==> src/rtl/nme_pkg.sv <==
// Shared constants and types for the NAF modular exponentiation block.
// No dependencies.
`default_nettype none
package nme_pkg;
    localparam int WIDTH = 32;
    localparam int DW = 32;
    localparam int CW = $clog2(WIDTH + 2);

    typedef enum logic [2:0] {
        OP_NONE  = 3'd0,
        OP_LOAD  = 3'd1,
        OP_MODB  = 3'd2,
        OP_MULA  = 3'd3,
        OP_INV   = 3'd4,
        OP_MULI  = 3'd5,
        OP_SQR   = 3'd6
    } t_op;

    typedef struct packed {
        t_op  op;
    } t_cmd;

    typedef struct packed {
        logic done;
        logic digit_nz;
        logic digit_neg;
        logic last;
        logic m_small;
    } t_sts;
endpackage
`default_nettype wire

==> src/rtl/nme_ctrl.sv <==
// Controller state machine for the NAF exponentiation block.
// Depends on nme_pkg.
`default_nettype none
module nme_ctrl (
    input  wire            i_clk,
    input  wire            i_rst_n,
    input  wire            i_start,
    input  nme_pkg::t_sts  i_sts,
    output nme_pkg::t_cmd  o_cmd,
    output logic           o_busy,
    output logic           o_done
);
    typedef enum logic [2:0] {
        S_IDLE, S_MODB, S_DIG, S_MULI, S_SQR, S_WAIT, S_OUT
    } t_state;

    t_state r_state;
    t_state r_ret;

    always_ff @(posedge i_clk) begin
        if (!i_rst_n) begin
            r_state <= S_IDLE;
            r_ret   <= S_IDLE;
            o_cmd   <= '{op: nme_pkg::OP_NONE};
            o_busy  <= 1'b0;
            o_done  <= 1'b0;
        end else begin
            unique case (r_state)
                S_IDLE: begin
                    o_cmd  <= '{op: i_start ? nme_pkg::OP_LOAD : nme_pkg::OP_NONE};
                    o_done <= 1'b0;
                    if (i_start) begin
                        o_busy  <= 1'b1;
                        r_state <= S_MODB;
                    end
                end
                S_MODB: begin
                    o_cmd   <= '{op: nme_pkg::OP_MODB};
                    o_done  <= 1'b0;
                    r_ret   <= S_DIG;
                    r_state <= S_WAIT;
                end
                S_DIG: begin
                    o_done <= 1'b0;
                    if (i_sts.m_small) begin
                        o_cmd   <= '{op: nme_pkg::OP_NONE};
                        r_state <= S_OUT;
                    end else if (i_sts.digit_nz && i_sts.digit_neg) begin
                        o_cmd   <= '{op: nme_pkg::OP_INV};
                        r_ret   <= S_MULI;
                        r_state <= S_WAIT;
                    end else if (i_sts.digit_nz) begin
                        o_cmd   <= '{op: nme_pkg::OP_MULA};
                        r_ret   <= S_SQR;
                        r_state <= S_WAIT;
                    end else begin
                        o_cmd   <= '{op: nme_pkg::OP_NONE};
                        r_state <= S_SQR;
                    end
                end
                S_MULI: begin
                    o_cmd   <= '{op: nme_pkg::OP_MULI};
                    o_done  <= 1'b0;
                    r_ret   <= S_SQR;
                    r_state <= S_WAIT;
                end
                S_SQR: begin
                    o_cmd   <= '{op: nme_pkg::OP_SQR};
                    o_done  <= 1'b0;
                    r_ret   <= i_sts.last ? S_OUT : S_DIG;
                    r_state <= S_WAIT;
                end
                S_WAIT: begin
                    o_cmd  <= '{op: nme_pkg::OP_NONE};
                    o_done <= 1'b0;
                    if (i_sts.done && o_cmd.op == nme_pkg::OP_NONE) r_state <= r_ret;
                end
                S_OUT: begin
                    o_cmd   <= '{op: nme_pkg::OP_NONE};
                    o_done  <= 1'b1;
                    o_busy  <= 1'b0;
                    r_state <= S_IDLE;
                end
                default: begin
                    o_cmd   <= '{op: nme_pkg::OP_NONE};
                    o_done  <= 1'b0;
                    r_state <= S_IDLE;
                end
            endcase
        end
    end
endmodule
`default_nettype wire

==> src/rtl/nme_dp.sv <==
// Datapath: operand registers, NAF recoder, shift-add modular multiplier,
// restoring divider and extended Euclid sequencer. Depends on nme_pkg.
`default_nettype none
module nme_dp (
    input  wire                     i_clk,
    input  wire                     i_rst_n,
    input  nme_pkg::t_cmd           i_cmd,
    input  wire [nme_pkg::DW-1:0]   i_base_value,
    input  wire [nme_pkg::DW-1:0]   i_exponent_value,
    input  wire [nme_pkg::DW-1:0]   i_modulus,
    output nme_pkg::t_sts           o_sts,
    output logic [nme_pkg::DW-1:0]  o_result
);
    localparam int DW = nme_pkg::DW;
    localparam int CW = nme_pkg::CW;
    localparam int BW = $clog2(DW + 1);
    localparam int WIDTHX = nme_pkg::WIDTH + 2;

    typedef enum logic [3:0] {
        U_IDLE, U_MUL, U_MODB, U_IDIV, U_IMUL, U_IUPD, U_IFIN
    } t_unit;

    t_unit r_u;
    logic [DW-1:0] r_m, r_sq, r_acc, r_inv;
    logic [WIDTHX-1:0] r_e;
    logic [CW-1:0] r_i;
    logic          r_carry;
    // multiplier: r_pa accumulator, r_pb multiplicand, r_px multiplier bits
    logic [DW-1:0] r_pa, r_pb, r_px;
    logic [BW-1:0] r_bit;
    logic [1:0]    r_dst;
    // Euclid registers
    logic [DW-1:0] r_r0, r_r1, r_s0, r_s1, r_q, r_rem;
    logic [DW:0]   r_dr;

    logic cur, nxt, ncarry;
    assign cur    = r_e[r_i];
    assign nxt    = r_e[r_i + CW'(1)];
    assign ncarry = (32'(r_carry) + 32'(cur) + 32'(nxt)) >= 32'd2;

    assign o_sts.done      = (r_u == U_IDLE);
    assign o_sts.digit_nz  = r_carry ^ cur;
    assign o_sts.digit_neg = ncarry;
    assign o_sts.last      = (r_i == CW'(nme_pkg::WIDTH));
    assign o_sts.m_small   = (r_m < DW'(2));
    assign o_result        = (r_m < DW'(2)) ? '0 : r_acc;

    // one add-and-reduce step of the interleaved modular multiplier
    logic [DW+1:0] dbl, dsub, add, asub;
    always_comb begin
        dbl  = {1'b0, r_pa, 1'b0};
        dsub = (dbl >= {2'b0, r_m}) ? dbl - {2'b0, r_m} : dbl;
        add  = dsub + (r_px[DW-1] ? {2'b0, r_pb} : '0);
        asub = (add >= {2'b0, r_m}) ? add - {2'b0, r_m} : add;
    end

    // restoring division step
    logic [DW:0] dtry;
    assign dtry = {r_dr[DW-1:0], r_rem[DW-1]};

    always_ff @(posedge i_clk) begin
        if (!i_rst_n) begin
            r_u <= U_IDLE;
        end else begin
            unique case (i_cmd.op)
                nme_pkg::OP_LOAD: begin
                    r_m     <= i_modulus;
                    r_e     <= {2'b0, i_exponent_value[nme_pkg::WIDTH-1:0]};
                    r_i     <= '0;
                    r_carry <= 1'b0;
                    r_acc   <= DW'(1);
                    r_sq    <= i_base_value;
                end
                nme_pkg::OP_MODB: begin
                    // base mod m by long division
                    r_rem <= r_sq; r_dr <= '0; r_q <= '0; r_bit <= '0;
                    r_u <= (r_m < DW'(2)) ? U_IDLE : U_MODB;
                end
                nme_pkg::OP_MULA, nme_pkg::OP_MULI, nme_pkg::OP_SQR: begin
                    r_pa  <= '0;
                    r_pb  <= (i_cmd.op == nme_pkg::OP_MULI) ? r_inv : r_sq;
                    r_px  <= (i_cmd.op == nme_pkg::OP_SQR) ? r_sq : r_acc;
                    r_dst <= (i_cmd.op == nme_pkg::OP_SQR) ? 2'd1 : 2'd0;
                    r_bit <= '0;
                    r_u   <= U_MUL;
                end
                nme_pkg::OP_INV: begin
                    r_r0 <= r_m; r_r1 <= r_sq; r_s0 <= '0; r_s1 <= DW'(1);
                    r_u  <= U_IFIN;
                end
                default: ;
            endcase
            unique case (r_u)
                U_IDLE: ;
                U_MUL: begin
                    r_pa  <= asub[DW-1:0];
                    r_px  <= {r_px[DW-2:0], 1'b0};
                    r_bit <= r_bit + BW'(1);
                    if (r_bit == BW'(DW - 1)) begin
                        r_u <= U_IDLE;
                        if (r_dst == 2'd1) r_sq <= asub[DW-1:0];
                        else begin
                            r_acc   <= asub[DW-1:0];
                        end
                        if (r_dst == 2'd1) begin
                            r_i     <= r_i + CW'(1);
                            r_carry <= ncarry;
                        end
                    end
                end
                U_MODB, U_IDIV: begin
                    if (dtry >= {1'b0, (r_u == U_MODB) ? r_m : r_r1}) begin
                        r_dr <= dtry - {1'b0, (r_u == U_MODB) ? r_m : r_r1};
                        r_q  <= {r_q[DW-2:0], 1'b1};
                    end else begin
                        r_dr <= dtry;
                        r_q  <= {r_q[DW-2:0], 1'b0};
                    end
                    r_rem <= {r_rem[DW-2:0], 1'b0};
                    r_bit <= r_bit + BW'(1);
                    if (r_bit == BW'(DW - 1)) begin
                        if (r_u == U_MODB) begin
                            r_sq <= (dtry >= {1'b0, r_m}) ?
                                    DW'(dtry - {1'b0, r_m}) : dtry[DW-1:0];
                            r_u <= U_IDLE;
                        end else begin
                            r_u <= U_IMUL;
                        end
                    end
                end
                U_IMUL: begin
                    // q may be as large as m; the multiplier reduces as it goes,
                    // so sub = q*s1 mod m without reducing q first.
                    r_pa <= '0; r_pb <= r_s1; r_px <= r_q; r_bit <= '0;
                    r_u  <= U_IUPD;
                    r_dst <= 2'd2;
                end
                U_IUPD: begin
                    if (r_dst == 2'd2) begin
                        r_pa  <= asub[DW-1:0];
                        r_px  <= {r_px[DW-2:0], 1'b0};
                        r_bit <= r_bit + BW'(1);
                        if (r_bit == BW'(DW - 1)) r_dst <= 2'd3;
                    end else begin
                        r_s0 <= r_s1;
                        r_s1 <= (r_s0 >= r_pa) ? r_s0 - r_pa : r_s0 + (r_m - r_pa);
                        r_r0 <= r_r1;
                        r_r1 <= r_dr[DW-1:0];
                        r_u  <= U_IFIN;
                    end
                end
                U_IFIN: begin
                    if (r_r1 == '0) begin
                        r_inv <= (r_r0 == DW'(1)) ? r_s0 : '0;
                        r_u   <= U_IDLE;
                    end else begin
                        r_rem <= r_r0; r_dr <= '0; r_q <= '0; r_bit <= '0;
                        r_u   <= U_IDIV;
                    end
                end
                default: r_u <= U_IDLE;
            endcase
        end
    end
endmodule
`default_nettype wire

==> src/rtl/naf_modular_exponentiation.sv <==
// Top level of the NAF modular exponentiation block.
// Depends on nme_pkg, nme_ctrl and nme_dp.
`default_nettype none
// Usage: raise start with i_base_value and i_exponent_value; the beat is taken
// at the first rising edge at which busy is low, and the operands are captured
// there, so they need not be held afterwards. The block recodes the exponent
// into WIDTH+1 non-adjacent-form digits, least significant first. A +1 digit
// multiplies the result by the running square, a -1 digit by its inverse from
// an extended Euclidean sequence (zero where none exists), and every digit
// ends by squaring. Multiplies are bit-serial and the Euclid divisions are
// restoring, one bit a cycle each; a -1 digit runs one division and one
// multiply per Euclid step before its own multiply and square.
// One item is in flight at a time; busy falls in the cycle o_done is high, so
// the next beat can be taken at the edge that ends the result cycle.
// The result appears on o_power_result for one cycle with o_done high; the
// receiver cannot stall and must take it then.
// The modulus is written over i_cfg_valid/o_cfg_ready, by the user only while
// idle; the block itself does not enforce this. Reset sets it to 2 and returns
// the controller to idle. A modulus below two gives a zero result.
module naf_modular_exponentiation (
    input  wire        i_clk,
    input  wire        i_rst_n,
    input  wire        start,
    output logic       busy,
    input  wire [31:0] i_base_value,
    input  wire [31:0] i_exponent_value,
    output logic       o_done,
    output logic [31:0] o_power_result,
    input  wire        i_cfg_valid,
    output logic       o_cfg_ready,
    input  wire [31:0] i_cfg_modulus
);
    logic [31:0] r_modulus;
    logic [31:0] r_base_value;
    logic [31:0] r_exponent_value;
    nme_pkg::t_cmd cmd;
    nme_pkg::t_sts sts;

    assign o_cfg_ready = 1'b1;

    always_ff @(posedge i_clk) begin
        if (!i_rst_n) r_modulus <= 32'd2;
        else if (i_cfg_valid && o_cfg_ready) r_modulus <= i_cfg_modulus;
    end

    // The operands are held from the accepting edge until the datapath loads them.
    always_ff @(posedge i_clk) begin
        if (!i_rst_n) begin
            r_base_value     <= '0;
            r_exponent_value <= '0;
        end else if (start && !busy) begin
            r_base_value     <= i_base_value;
            r_exponent_value <= i_exponent_value;
        end
    end

    nme_ctrl u_ctrl (
        .i_clk(i_clk), .i_rst_n(i_rst_n), .i_start(start && !busy),
        .i_sts(sts), .o_cmd(cmd), .o_busy(busy), .o_done(o_done)
    );

    nme_dp u_dp (
        .i_clk(i_clk), .i_rst_n(i_rst_n), .i_cmd(cmd),
        .i_base_value(r_base_value), .i_exponent_value(r_exponent_value),
        .i_modulus(r_modulus), .o_sts(sts), .o_result(o_power_result)
    );

    a_done_not_busy: assert property (@(posedge i_clk) disable iff (!i_rst_n)
        o_done |-> !busy) else $error("busy during done");
    a_start_busy: assert property (@(posedge i_clk) disable iff (!i_rst_n)
        (start && !busy) |=> busy) else $error("start not taken");
    a_done_once: assert property (@(posedge i_clk) disable iff (!i_rst_n)
        o_done |=> !o_done) else $error("double done");
endmodule
`default_nettype wire
==> config.mk <==
export PLATFORM = sky130hd
export DESIGN_NAME = naf_modular_exponentiation
export DESIGN_NICKNAME = d
export VERILOG_FILES = /design/src/rtl/nme_pkg.sv /design/src/rtl/nme_ctrl.sv /design/src/rtl/nme_dp.sv /design/src/rtl/naf_modular_exponentiation.sv
export SDC_FILE = /design/constraint.sdc
export NUM_CORES = 2
export LEC_CHECK = 0
export BUFFER_PORTS_ARGS = -buffer_cell sky130_fd_sc_hd__buf_4
export CAP_MARGIN = 0
export CORE_UTILIZATION = 40
export CTS_BUF_LIST = sky130_fd_sc_hd__clkbuf_8
export DETAILED_ROUTE_END_ITERATION = 12
export GPL_TIMING_DRIVEN = 0
export PLACE_DENSITY = 0.56
export SLEW_MARGIN = 20
export SYNTH_ARGS = -nofsm -noshare
export SYNTH_HDL_FRONTEND = slang
export SYNTH_SLANG_ARGS = --single-unit
==> constraint.sdc <==
create_clock -name i_clk -period 16.8 [get_ports i_clk]
set_clock_uncertainty 0.05 [all_clocks]
set_input_delay 3.36 -clock i_clk [delete_from_list [all_inputs] [get_ports i_clk]]
set_output_delay 3.36 -clock i_clk [all_outputs]
set_load 0.005 [all_outputs]
==> results.cfg <==
[outcome]
status = complete, no violations

[worst_setup_path]
max_stage_delay_ps = 830
crit_path_top_delay_cell = nor4_1
cp-start-kind = flop
path_class = reg -> reg
crit_arrival_ps = 11000
worst-path-buf-inv = 5
required_ps = 17240
critPathMaxFanout = 10
crit_top_cell = a21oi_1
cp_top_family = compound AO/OA/AOI/OAI gates
endpoint_kind = flop

[layout]
area_growth_pct = 12.5
multiInputGateArea_um2 = 23100
layout-drive-gt1-share_pct = 9.49
final_util_pct = 45.4
seq_area_um2 = 17100
final_net_count = 5066
stdcell_count = 6176
fillers = 10300

[yosys]
synth_cell_types = 96
syn_avg_cell_area_um2 = 9.42
syn_inst = 4441
ys_warn_count = 0
synth_ff_type = edfxtp_1
syn_area_um2 = 41800
ys_ff_latch = 606
synth_seq_area_share_pct = 40.8
synth-edff-count = 495
async_reset_ff_share_pct = 0
synth_fp_nets = 4806

[hold_path]
hold_class = reg -> reg

[floorplan]
start_util_pct = 40.4
die_h_um = 325
core-area_um2 = 104000
num_rows = 118
io_pins = 135
die_w_um = 325
dieArea_um2 = 106000

[grt]
grt_overflow = 0
grt_max_degree = 90
grt_pass1_wl_um = 220000
grt_pass1_vias = 35200
grt_usage_pct = 27.8
antenna_found_initial = 3

[power_and_ir_drop]
seqPwrFrac_pct = 35.7
comb_power_share_pct = 37.3
p_sw_share_pct = 37.9
switchingPower_mw = 2.04
power_density_nw_per_um2 = 114
peakVddDrop_uv = 95.5
p_clk_share_pct = 27.1
p_int_mw = 3.34
p_leak_nw = 19.0

[timing]
post-route-min-period_ps = 10560
max_freq_mhz = 94.7
final-setup-viol-count = 0
finalCritPeriodShare_pct = 62.9
tightest_slew_ps = 1180
fin_tns_setup_ps = 0
hold_viol_final = 0
slew_headroom_pct = 21.1
worst_slack_ps = 6240
rsz0062_at_grt = false
slew_viol_final = 0

[job]
maxCapViolCount = 0

[detailed_routing]
viasPerCell = 5.77
route.detailed.drc = 0
drt-wirelength-per-cell_um = 24.4
drt_iter0_markers = 3278
routed_wl_um = 151000
firstDrtPassIters = 6
detail-route-antenna-nets = 0
via_count = 35600

[clocking]
cts_setup_buffers = 0
ctsResizeCount = 0
numClockSinks = 606
clk_latency_ps = 820
cts_max_path_buffers = 3
cts_tree = built
cts-hold-fix-buffers = 0
cts-root-buf = clkbuf_8
cts_buffers = 110
path_clk_slew_ps = 60
htreeDepth = 3

[placed_design]
place_inst = 5969
gp_congestion = 0.958
port_buffers = 132
dp_hpwl_um = 119000
pre_cts_slack_ps = 6360
## cells in the mapped netlist (9+ instances only)
cell / count / area [um2]
nand2_1: 580 / 2180
edfxtp_1: 495 / 14900
a21oi_1: 378 / 1890
o21ai_0: 313 / 1570
mux2i_1: 285 / 2850
nor2_1: 264 / 991
ha_1: 228 / 2850
inv_1: 209 / 785
clkbuf_1: 179 / 672
xnor2_1: 117 / 1020
nand3_1: 113 / 566
dfxtp_1: 111 / 2220
o21ai_1: 104 / 521
a21o_1: 84 / 631
xor2_1: 84 / 736
nor3_1: 74 / 370
nor2b_1: 61 / 382
o31ai_1: 46 / 345
and2_1: 44 / 275
nand2b_1: 38 / 238
o221ai_1: 38 / 333
fa_1: 37 / 741
a22o_1: 34 / 298
mux2_2: 34 / 383
nand4_1: 33 / 206
a22oi_1: 32 / 240
buf_1: 30 / 113
nor4_1: 30 / 188
a31oi_1: 25 / 156
mux2i_2: 25 / 344
o21a_1: 25 / 188
and3_1: 24 / 150
o21bai_1: 23 / 173
o211ai_1: 19 / 143
mux4_2: 18 / 405
a211oi_1: 17 / 128
o31a_1: 11 / 96.3
or3_1: 11 / 68.8
o22ai_1: 9 / 56.3
or2_2: 9 / 56.3
## final cells by class
type | count | area share, %
multi-input cells | 3400 | 49.0
flip-flops and latches | 606 | 36.3
well taps | 1380 | 3.67
clock buffers | 124 | 3.62
repair buffers | 148 | 2.61
plain buffers | 226 | 2.02
inverters | 209 | 1.67
clock inverters | 79 | 1.09
diodes | 4 | 0.0213
## cell families (layout without fill, tap and decap cells)
group | Yosys count | count (layout) | synth area share [%]
adder cells (fa/ha/maj) | 265 | 265 | 8.59
AND/OR/NAND/NOR | 1316 | 1316 | 14.3
flip-flops | 606 | 606 | 40.8
other | 2 | 6 | 0.0179
multiplexers | 363 | 363 | 9.55
AO/OA/AOI/OAI | 1253 | 1253 | 18.4
XOR/XNOR | 201 | 201 | 4.21
buffers and inverters | 435 | 786 | 4.13
## worst register-to-register path, delay by kind of cell (launching register included)
| kind | cells | cell delay [ps] |
|---|---|---|
| AOI/OAI and AO/OA | 14 | 3060 |
| xor gates and xnor gates | 1 | 530 |
| adders and majority gates | 3 | 1420 |
| buffers and inverters | 5 | 1710 |
| DFF | 1 | 800 |
| muxes | 1 | 460 |
| and+or+nand+nor | 8 | 2200 |
## power groups by stage
stage	clock (mW)	combinational, mW	sequential (mW)
3_5_place_dp	0	1.97	1.94
6_report	1.45	2.00	1.92
5_1_grt	1.53	2.18	1.93
4_1_cts	1.48	1.98	1.91
3_3_place_gp	0	1.95	1.95
2_1_floorplan	0	1.46	1.87
## worst paths after layout
kind | start | end | slack [ps] | depth (start not counted)
max | u_dp.r_m[1]$_DFFE_PP_ | u_dp.r_pa[30]$_DFFE_PP_ | 6240 | 32
min | r_exponent_value[7]$_SDFFE_PN0P_ | u_dp.r_e[7]$_DFFE_PP_ | 370 | 0
max reg2reg | u_dp.r_m[1]$_DFFE_PP_ | u_dp.r_pa[30]$_DFFE_PP_ | 6240 | 32
min reg2reg | r_exponent_value[7]$_SDFFE_PN0P_ | u_dp.r_e[7]$_DFFE_PP_ | 370 | 0
## layer usage
layer	GRT usage, %	routed length (um)
met1	35.2	62800
met2	46.8	71000
met3	4.01	9760
met4	12.7	7180
met5	0	0
## through the flow
step,hold WS [ps],instance area (um2),power (mW)
2_1_floorplan,358,41800,3.32
3_3_place_gp,362,44600,3.90
3_5_place_dp,363,44900,3.91
4_1_cts,376,47100,5.37
5_1_grt,385,47100,5.64
6_report,372,47100,5.38
## state kept, by name, summed over array words and instances, names as in the netlist, 3 cells and up
signal            cells
u_dp.r_m             32
r_modulus            32
u_dp.r_s1            32
r_exponent_value     32
u_dp.r_px            32
u_ctrl.o_cmd          3
r_base_value         32
u_dp.r_sq            32
u_dp.r_rem           32
u_ctrl.r_ret          3
u_ctrl.r_state        3
u_dp.r_e             32
u_dp.r_q             32
u_dp.r_s0            32
u_dp.r_r1            32
u_dp.r_inv           32
u_dp.r_u              4
u_dp.r_pb            32
u_dp.r_r0            32
u_dp.r_pa            32
u_dp.r_i              6
u_dp.r_acc           32
u_dp.r_dr            32
u_dp.r_bit            6
## cell usage in the layout (no fill, tap or decap), types with 44 or more instances in the layout
master	count
nor3_1	72
mux2i_1	285
o21ai_1	104
inv_1	247
nand3_1	113
edfxtp_1	495
nor2b_1	61
nor2_1	262
and2_1	44
o31ai_1	46
clkbuf_1	173
xor2_1	84
ha_1	228
dfxtp_1	111
a21o_1	84
o21ai_0	313
nand2_1	580
clkbuf_8	124
a21oi_1	378
buf_4	139
xnor2_1	117
Power figures use the tool's default switching activity.
